<file path="src/hw/rtl/dnfs_pkg.sv">
`timescale 1ns / 1ps
// ----------------------------------------------------------------------------
// dnfs_pkg: shared types and constants of the drum slot finder
// Beat layouts, role codes and the search token that runs along the cells.
// ----------------------------------------------------------------------------
package dnfs_pkg;

   localparam int SLOT_W = 6;
   localparam int ROLE_W = 4;
   localparam int WANT_W = 3;
   localparam int DIGIT_W = 4;
   localparam int CSR_W = 7;
   localparam int CNT_W = 9;
   localparam int DIV_W = 15;
   localparam int MOD_K_W = 3;

   localparam logic [MOD_K_W-1:0] MOD_K_TOP = 3'd5;

   localparam logic FUNC_LOAD = 1'b0;
   localparam logic FUNC_QUERY = 1'b1;

   localparam logic [ROLE_W-1:0] ROLE_NONE = 4'd0;
   localparam logic [ROLE_W-1:0] ROLE_BLANK = 4'd1;
   localparam logic [ROLE_W-1:0] ROLE_AM = 4'd2;
   localparam logic [ROLE_W-1:0] ROLE_PM = 4'd3;
   localparam logic [ROLE_W-1:0] ROLE_WIFI = 4'd4;
   localparam logic [ROLE_W-1:0] ROLE_QUESTION = 4'd5;
   localparam logic [ROLE_W-1:0] ROLE_DIGIT0 = 4'd6;

   localparam logic [WANT_W-1:0] WANT_BLANK = 3'd0;
   localparam logic [WANT_W-1:0] WANT_DIGIT = 3'd1;
   localparam logic [WANT_W-1:0] WANT_AM = 3'd2;
   localparam logic [WANT_W-1:0] WANT_PM = 3'd3;
   localparam logic [WANT_W-1:0] WANT_WIFI = 3'd4;
   localparam logic [WANT_W-1:0] WANT_QUESTION = 3'd5;

   localparam logic [DIGIT_W-1:0] DIGIT_MAX = 4'd9;
   localparam logic [SLOT_W-1:0] CSR_RESET_SLOTS = 6'd0;
   localparam logic [CSR_W-1:0] SLOTS_RESET = 7'd64;

   typedef struct packed {
      logic                func;
      logic [SLOT_W-1:0]   slot_index;
      logic [ROLE_W-1:0]   slot_role;
      logic [WANT_W-1:0]   want_role;
      logic [DIGIT_W-1:0]  want_digit;
      logic                position_known;
      logic [SLOT_W-1:0]   current_position;
   } dnfs_req_type;

   typedef struct packed {
      logic [SLOT_W-1:0] target_slot;
      logic              fell_back;
      logic              no_blank;
   } dnfs_rsp_type;

   // hi: at or after the position, lo: before it
   typedef struct packed {
      logic              valid;
      logic              want_hi_hit;
      logic [SLOT_W-1:0] want_hi_slot;
      logic              want_lo_hit;
      logic [SLOT_W-1:0] want_lo_slot;
      logic              blank_hi_hit;
      logic [SLOT_W-1:0] blank_hi_slot;
      logic              blank_lo_hit;
      logic [SLOT_W-1:0] blank_lo_slot;
   } dnfs_token_type;

   function automatic logic [ROLE_W-1:0] code_for_want(
      input logic [WANT_W-1:0]  want,
      input logic [DIGIT_W-1:0] digit
   );
      logic [ROLE_W-1:0] code;
      case (want)
         WANT_BLANK:    code = ROLE_BLANK;
         WANT_DIGIT:    code = (digit <= DIGIT_MAX) ? ROLE_DIGIT0 + digit : ROLE_NONE;
         WANT_AM:       code = ROLE_AM;
         WANT_PM:       code = ROLE_PM;
         WANT_WIFI:     code = ROLE_WIFI;
         WANT_QUESTION: code = ROLE_QUESTION;
         default:       code = ROLE_NONE;
      endcase
      return code;
   endfunction

endpackage

</file>
<file path="src/hw/rtl/dnfs_cell.sv">
`timescale 1ns / 1ps
// ----------------------------------------------------------------------------
// dnfs_cell: one drum slot
// Holds one role code and updates the passing search token, which it registers.
// ----------------------------------------------------------------------------
module dnfs_cell #(
   parameter int IDX = 0
) (
   input  logic                                      clock,
   input  logic                                      reset,
   input  logic                                      wr_en,
   input  logic [dnfs_pkg::SLOT_W-1:0]               wr_slot,
   input  logic [dnfs_pkg::ROLE_W-1:0]               wr_role,
   input  logic [dnfs_pkg::ROLE_W-1:0]               want_code,
   input  logic [dnfs_pkg::SLOT_W-1:0]               from_slot,
   input  logic [dnfs_pkg::CNT_W-1:0]                count,
   input  dnfs_pkg::dnfs_token_type                  tok_prev,
   output dnfs_pkg::dnfs_token_type                  tok_next
);
   import dnfs_pkg::*;

   localparam logic [CNT_W-1:0] SLOT_NUM = CNT_W'(IDX);
   localparam logic [SLOT_W-1:0] SLOT_TAG = SLOT_W'(IDX);

   logic [ROLE_W-1:0] role_ff, role_in;
   dnfs_token_type    tok_ff, tok_in;
   logic              in_range, ahead, hit_want, hit_blank;

   always_comb begin
      role_in = role_ff;
      if (wr_en && ({{(CNT_W-SLOT_W){1'b0}}, wr_slot} == SLOT_NUM)) begin
         role_in = wr_role;
      end
   end

   assign in_range = SLOT_NUM < count;
   assign ahead = SLOT_NUM >= {{(CNT_W-SLOT_W){1'b0}}, from_slot};
   assign hit_want = in_range && (want_code != ROLE_NONE) && (role_ff == want_code);
   assign hit_blank = in_range && (role_ff == ROLE_BLANK);

   always_comb begin
      tok_in = tok_prev;
      if (tok_prev.valid) begin
         if (hit_want && ahead && !tok_prev.want_hi_hit) begin
            tok_in.want_hi_hit = 1'b1;
            tok_in.want_hi_slot = SLOT_TAG;
         end
         if (hit_want && !ahead && !tok_prev.want_lo_hit) begin
            tok_in.want_lo_hit = 1'b1;
            tok_in.want_lo_slot = SLOT_TAG;
         end
         if (hit_blank && ahead && !tok_prev.blank_hi_hit) begin
            tok_in.blank_hi_hit = 1'b1;
            tok_in.blank_hi_slot = SLOT_TAG;
         end
         if (hit_blank && !ahead && !tok_prev.blank_lo_hit) begin
            tok_in.blank_lo_hit = 1'b1;
            tok_in.blank_lo_slot = SLOT_TAG;
         end
      end
   end

   always_ff @(posedge clock) begin
      if (reset) begin
         role_ff <= ROLE_NONE;
         tok_ff.valid <= 1'b0;
      end else begin
         role_ff <= role_in;
         tok_ff.valid <= tok_in.valid;
      end
      tok_ff.want_hi_hit <= tok_in.want_hi_hit;
      tok_ff.want_hi_slot <= tok_in.want_hi_slot;
      tok_ff.want_lo_hit <= tok_in.want_lo_hit;
      tok_ff.want_lo_slot <= tok_in.want_lo_slot;
      tok_ff.blank_hi_hit <= tok_in.blank_hi_hit;
      tok_ff.blank_hi_slot <= tok_in.blank_hi_slot;
      tok_ff.blank_lo_hit <= tok_in.blank_lo_hit;
      tok_ff.blank_lo_slot <= tok_in.blank_lo_slot;
   end

   assign tok_next = tok_ff;

endmodule

</file>
<file path="src/hw/rtl/drum_nearest_forward_slot.sv">
`timescale 1ns / 1ps
// A load beat is registered into its slot cell as it is taken. A query beat runs a
//   six-step modulo unit, then the search token walks the row of MAX_SLOTS slot
//   cells, and the result beat is registered; no new beat is taken until it is issued.
// Loads are taken one per cycle when idle.
// Reset: synchronous; all slots read as no role and the slot count returns to 64.
// ----------------------------------------------------------------------------
// drum_nearest_forward_slot: nearest forward slot finder of one split-flap drum
// Slot role table in a row of cells, searched by a token that walks the row.
// ----------------------------------------------------------------------------
module drum_nearest_forward_slot #(
   parameter int MAX_SLOTS = 64
) (
   input  logic                          clock,
   input  logic                          reset,
   input  logic                          req_valid,
   output logic                          req_ready,
   input  dnfs_pkg::dnfs_req_type        req_data,
   output logic                          rsp_valid,
   input  logic                          rsp_ready,
   output dnfs_pkg::dnfs_rsp_type        rsp_data,
   input  logic                          csr_write_enable,
   input  logic [dnfs_pkg::CSR_W-1:0]    csr_write_data
);
   import dnfs_pkg::*;

   typedef enum logic [3:0] {
      ST_IDLE = 4'b0001,
      ST_MOD  = 4'b0010,
      ST_SCAN = 4'b0100,
      ST_DONE = 4'b1000
   } dnfs_state_type;

   dnfs_state_type       state_ff, state_in;
   logic [CSR_W-1:0]     slots_ff, slots_in;
   logic [MOD_K_W-1:0]   k_ff, k_in;
   logic [SLOT_W-1:0]    r_ff, r_in;
   logic [ROLE_W-1:0]    code_ff, code_in;
   logic                 launch_ff, launch_in;
   dnfs_rsp_type         fin_ff, fin_in;
   logic                 rsp_valid_ff, rsp_valid_in;
   dnfs_rsp_type         rsp_data_ff, rsp_data_in;

   logic [CNT_W-1:0]     slots_ext, max_ext, count_eff;
   logic [DIV_W-1:0]     div_val;
   logic                 req_take, wr_en;
   dnfs_token_type       tok_chain [0:MAX_SLOTS];
   dnfs_token_type       tok_end;

   assign slots_ext = {{(CNT_W-CSR_W){1'b0}}, slots_ff};
   assign max_ext = CNT_W'(MAX_SLOTS);
   assign count_eff = (slots_ext > max_ext) ? max_ext : slots_ext;
   assign div_val = {{(DIV_W-CNT_W){1'b0}}, count_eff} << k_ff;

   assign req_ready = (state_ff == ST_IDLE);
   assign req_take = req_valid && req_ready;
   assign wr_en = req_take && (req_data.func == FUNC_LOAD);

   assign tok_chain[0] = {launch_ff, {($bits(dnfs_token_type)-1){1'b0}}};

   for (genvar i = 0; i < MAX_SLOTS; i++) begin : g_cell
      dnfs_cell #(
         .IDX (i)
      ) u_cell (
         .clock     (clock),
         .reset     (reset),
         .wr_en     (wr_en),
         .wr_slot   (req_data.slot_index),
         .wr_role   (req_data.slot_role),
         .want_code (code_ff),
         .from_slot (r_ff),
         .count     (count_eff),
         .tok_prev  (tok_chain[i]),
         .tok_next  (tok_chain[i+1])
      );
   end

   assign tok_end = tok_chain[MAX_SLOTS];

   always_comb begin
      fin_in = fin_ff;
      if (tok_end.want_hi_hit || tok_end.want_lo_hit) begin
         fin_in.fell_back = 1'b0;
         fin_in.no_blank = 1'b0;
         fin_in.target_slot = tok_end.want_hi_hit ? tok_end.want_hi_slot
                                                  : tok_end.want_lo_slot;
      end else if (tok_end.blank_hi_hit || tok_end.blank_lo_hit) begin
         fin_in.fell_back = 1'b1;
         fin_in.no_blank = 1'b0;
         fin_in.target_slot = tok_end.blank_hi_hit ? tok_end.blank_hi_slot
                                                   : tok_end.blank_lo_slot;
      end else begin
         fin_in.fell_back = 1'b1;
         fin_in.no_blank = 1'b1;
         fin_in.target_slot = CSR_RESET_SLOTS;
      end
   end

   always_comb begin
      state_in = state_ff;
      slots_in = csr_write_enable ? csr_write_data : slots_ff;
      k_in = k_ff;
      r_in = r_ff;
      code_in = code_ff;
      launch_in = 1'b0;
      rsp_valid_in = rsp_valid_ff && !rsp_ready;
      rsp_data_in = rsp_data_ff;
      case (state_ff)
         ST_IDLE: begin
            if (req_take && (req_data.func == FUNC_QUERY)) begin
               r_in = req_data.position_known ? req_data.current_position : '0;
               code_in = code_for_want(req_data.want_role, req_data.want_digit);
               k_in = MOD_K_TOP;
               state_in = ST_MOD;
            end
         end
         ST_MOD: begin
            if ({{(DIV_W-SLOT_W){1'b0}}, r_ff} >= div_val) begin
               r_in = r_ff - div_val[SLOT_W-1:0];
            end
            if (k_ff == '0) begin
               launch_in = 1'b1;
               state_in = ST_SCAN;
            end else begin
               k_in = k_ff - MOD_K_W'(1);
            end
         end
         ST_SCAN: begin
            if (tok_end.valid) begin
               state_in = ST_DONE;
            end
         end
         ST_DONE: begin
            if (!rsp_valid_ff || rsp_ready) begin
               rsp_valid_in = 1'b1;
               rsp_data_in = fin_ff;
               state_in = ST_IDLE;
            end
         end
         default: begin
            state_in = ST_IDLE;
         end
      endcase
   end

   always_ff @(posedge clock) begin
      if (reset) begin
         state_ff <= ST_IDLE;
         slots_ff <= SLOTS_RESET;
         launch_ff <= 1'b0;
         rsp_valid_ff <= 1'b0;
      end else begin
         state_ff <= state_in;
         slots_ff <= slots_in;
         launch_ff <= launch_in;
         rsp_valid_ff <= rsp_valid_in;
      end
   end

   always_ff @(posedge clock) begin
      k_ff <= k_in;
      r_ff <= r_in;
      code_ff <= code_in;
      rsp_data_ff <= rsp_data_in;
      if (tok_end.valid) begin
         fin_ff <= fin_in;
      end
   end

   assign rsp_valid = rsp_valid_ff;
   assign rsp_data = rsp_data_ff;

endmodule

</file>
<file path="config.mk">
export PLATFORM = sky130hd
export DESIGN_NAME = drum_nearest_forward_slot
export DESIGN_NICKNAME = d
export VERILOG_FILES = /design/src/hw/rtl/dnfs_pkg.sv /design/src/hw/rtl/dnfs_cell.sv /design/src/hw/rtl/drum_nearest_forward_slot.sv
export SDC_FILE = /design/constraint.sdc
export NUM_CORES = 2
export LEC_CHECK = 0
export ABC_CLOCK_PERIOD_IN_PS = 5300
export BUFFER_PORTS_ARGS = -buffer_cell sky130_fd_sc_hd__clkbuf_2
export CAP_MARGIN = 25
export CORE_MARGIN = 4
export CORE_UTILIZATION = 57
export DETAILED_ROUTE_END_ITERATION = 16
export PLACE_DENSITY = 0.8
export REMOVE_ABC_BUFFERS = 1
export SYNTH_ARGS = -nofsm -noshare
export SYNTH_HDL_FRONTEND = slang
export SYNTH_HIERARCHICAL = 1
export SYNTH_SLANG_ARGS = --single-unit
export TNS_END_PERCENT = 1
</file>
<file path="constraint.sdc">
create_clock -name clock -period 5.3 [get_ports clock]
set_clock_uncertainty 0.05 [all_clocks]
set_input_delay 0.795 -clock clock [delete_from_list [all_inputs] [get_ports clock]]
set_output_delay 0.795 -clock clock [all_outputs]
set_load 0.05 [all_outputs]
</file>
==> summary.txt <==
Status
  • Status: completed

Timing
  • Crit path time final: 3.56 ns
  • Slew margin rel.: 26.6%
  • Max Clock Freq: 0.281 GHz
  • Worst Setup Slack, final: 1.74 ns
  • Fin crit share: 67.1%
  • Setup Viol. Count Final: 0
  • Hold Fails Final Rpt: 0
  • Slew Limit Fails: 0
  • Worst-Margin Slew: 1.10 ns
  • Unrepaired setup endpoints after global routing: false

Worst setup path
  • Most frequent CP cell: o31a_1
  • Crit path capture type: flip-flop
  • RR Startpoint: slots_ff[6]$_SDFFE_PP1P_
  • Worst reg2reg setup slack: 1.74 ns
  • R2r worst-path depth: 10
  • CP cell instances: nor2b_4 > nand2_1 > nor2_1 > o21ai_0 > ha_1 > o21a_1 > o31a_1 > o31a_1 > a311oi_1 > o31ai_1
  • Startpoint Class: flip-flop
  • Worst Path Max Fanout: 31
  • Crit path max-delay family: compound AO/OA/AOI/OAI gates
  • R2R Path End: r_ff[1]$_DFFE_PP_
  • Critical path's slowest cell: o31ai_1
  • CP peak stage delay: 0.72 ns
  • CP bufs+invs: 0
  • Req. time, crit path: 5.70 ns
  • Arrival @ worst endpoint: 3.95 ns
  • Critical path class: flip-flop to flip-flop

Finish
  • Fillers: 10077
  • Synth-to-layout area growth: 13.0%
  • Layout cells sized above 1: 13.0%
  • Layout Cells excl Fill: 9301
  • Nets: 7404
  • Most common cell after layout, fill and taps aside: dfxtp_1
  • Commonest cells after routing, fill and taps aside: dfxtp_1 (2124), inv_1 (441), o21bai_1 (229)

Die
  • Die width: 378 um
  • Die Y-Extent: 378 um
  • Core area: 0.136 mm2
  • # rows: 135
  • Die area: 0.143 mm2
  • IO Count: 47
  • Initial Utilization: 57.5%

Synthesis
  • Post-synthesis cell type count: 147
  • Area leader, netlist: dfxtp_1
  • Syn avg cell area: 11.2 um2
  • FFs w/ async S/R, synth: 0%
  • Synth Flop Type: dfxtp_1
  • Mapped Cells: 6997
  • Yosys warning count: 6
  • Mapped cell area: 0.0781 mm2
  • Yosys top cell area share: 54.5%
  • Synth area leaders: dfxtp_1 (54%), o21bai_1 (2.2%), inv_1 (2.1%)
  • Yosys reg bits: 2154
  • Sequential fraction of the synthesis area: 55.6%
  • Post-synth EDFFs: 29

Clock tree
  • CTS buffer count: 197
  • Clock latency on the worst-skew pair: 0.83 ns
  • Root buf cell: clkbuf_16
  • Postcts setup bufs: 0
  • Clock transition at path regs: 0.06 ns
  • Clock Sink Count: 2154
  • TritonCTS clock tree: done
  • CTS Hold Buffers Added: 0
  • Maximum clock insertion buffer count: 3
  • CTS resizes: 0
  • H-tree levels: 4

Power
  • Leak Pwr: 35.4 nW
  • Total power: 33.5 mW
  • VDD IR max: 0.357 mV
  • Pwr/cell area: 380 mW/mm2

Min path
  • Hold Path Sink: slots_ff[6]$_SDFFE_PP1P_
  • Hold crit path type: input port to flip-flop
  • Hold path startpoint: csr_write_data[6]
  • Hold path cells: 2

Global routing
  • Vias in the first global route: 54483
  • Grt total ovfl: 0
  • Pin count of the biggest net entering global routing: 138
  • All-layer global routing usage: 25.1%
  • First-pass GRT wire length: 291000 um
  • Initial antenna violation count: 3

Routing
  • WL/cell: 19.7 um
  • Via count: 54971
  • WL final: 183000 um
  • Antenna Nets Post-Route: 0
  • Vias/cell: 5.91
  • Drt drc: 0
  • Initial DRC count: 4772
  • DR pass1 iterations: 8

Placement
  • Post-DP HPWL: 115000 um
  • Pre-CTS WS: 1.77 ns
  • IO Port Bufs: 46
  • Final GP Congestion: 0.859
  • Cells after DPL: 8932

Job
  • Maxcap violations: 0
[logic make-up (layout without fill, tap and decap cells)]
family	count (synthesis)	after routing	share of synthesized area (%)
other	1	179	0.00480
AOI/OAI and AO/OA	1973	1973	20.5
buffers and inverters	590	935	3.22
xor gates and xnor gates	223	223	2.50
adders and majority gates	11	11	0.183
muxes	121	121	1.55
and+or+nand+nor	1924	1924	16.5
DFF	2154	2154	55.6
[power by group]
part           internal (mW)  total [mW]  switching (mW)
logic                  0.613        1.70            1.09
registers               16.8        17.1           0.258
clock network           8.72        14.8            6.04
[worst register-to-register path: cells and delay by family (launching register included)]
kind	cells	cell delay, ns
AOI/OAI and AO/OA	6	1.39
and+or+nand+nor	3	0.85
DFF	1	0.51
adders and majority gates	1	0.39
[synthesized netlist by cell type, drive strengths merged, types with 99 or more instances]
master / count
a41o: 124
and2: 126
inv: 442
o21a: 145
nor2: 228
a41oi: 120
a21oi: 203
o31ai: 176
nand2: 99
nor2b: 208
dfxtp: 2125
nand3: 224
a21boi: 108
o21ai: 238
nor3: 131
or2: 173
xor2: 119
o21bai: 229
xnor2: 104
mux2i: 119
nand2b: 163
a31o: 101
[area by class of cell]
class / instances / area [um2] / share of cell area (%)
clock inverters: 78 / 1150 / 1.30
diodes: 3 / 7.51 / 0.00851
inverters: 442 / 1660 / 1.88
clock buffers: 281 / 5770 / 6.54
flip-flops and latches: 2154 / 43400 / 49.2
well taps: 1781 / 2230 / 2.53
multi-input cells: 4428 / 32800 / 37.2
repair buffers: 134 / 1140 / 1.30
[stage by stage]
stage | hold slack [ns] | utilization (%) | setup TNS, ns | area [um2]
final | 0.166 | 65.0 | 0 | 88200
after global routing | 0.151 | 65.0 | 0 | 88200
after CTS | 0.0977 | 64.9 | 0 | 88100
after detailed placement | 0.262 | 59.8 | 0 | 81200
after global placement | 0.263 | 59.8 | 0 | 81200
after floorplan | 0.260 | - | -981.10 | 77900
[worst max-delay path by stage]
stage                        startpoint                                endpoint  slack (ns)  cells past startpoint
2_1_floorplan  slots_ff[6]$_SDFFE_PP1P_  g_cell[50].u_cell/tok_next[14]$_DFF_P_       -1.26                      4
3_3_place_gp   slots_ff[6]$_SDFFE_PP1P_                       r_ff[0]$_DFFE_PP_        1.93                     10
3_5_place_dp   slots_ff[6]$_SDFFE_PP1P_                       r_ff[1]$_DFFE_PP_        1.77                     10
4_1_cts        slots_ff[6]$_SDFFE_PP1P_                       r_ff[3]$_DFFE_PP_        1.82                     10
5_1_grt        slots_ff[6]$_SDFFE_PP1P_                       r_ff[4]$_DFFE_PP_        1.62                     10
6_report       slots_ff[6]$_SDFFE_PP1P_                       r_ff[1]$_DFFE_PP_        1.74                     10
[layer usage]
metal | share of wire, % | track usage, % | vias to the layer above
li1 | - | - | 26224
met1 | 43 | 32.8 | 26336
met2 | 47 | 41.6 | 1987
met3 | 6.9 | 4.50 | 424
met4 | 3.3 | 9.78 | 0
met5 | 0 | 0 | -
[registers in the layout (all words and copies together) (netlist names)]
register                count
fin_ff                      8
state_ff                    4
r_ff                        6
launch_ff                   1
rsp_data                    8
rsp_valid                   1
code_ff                     4
slots_ff                    7
g_cell.u_cell/role_ff     256
k_ff                        3
g_cell.u_cell/tok_next   1856
Note: power is estimated with default switching activity, not from simulation.
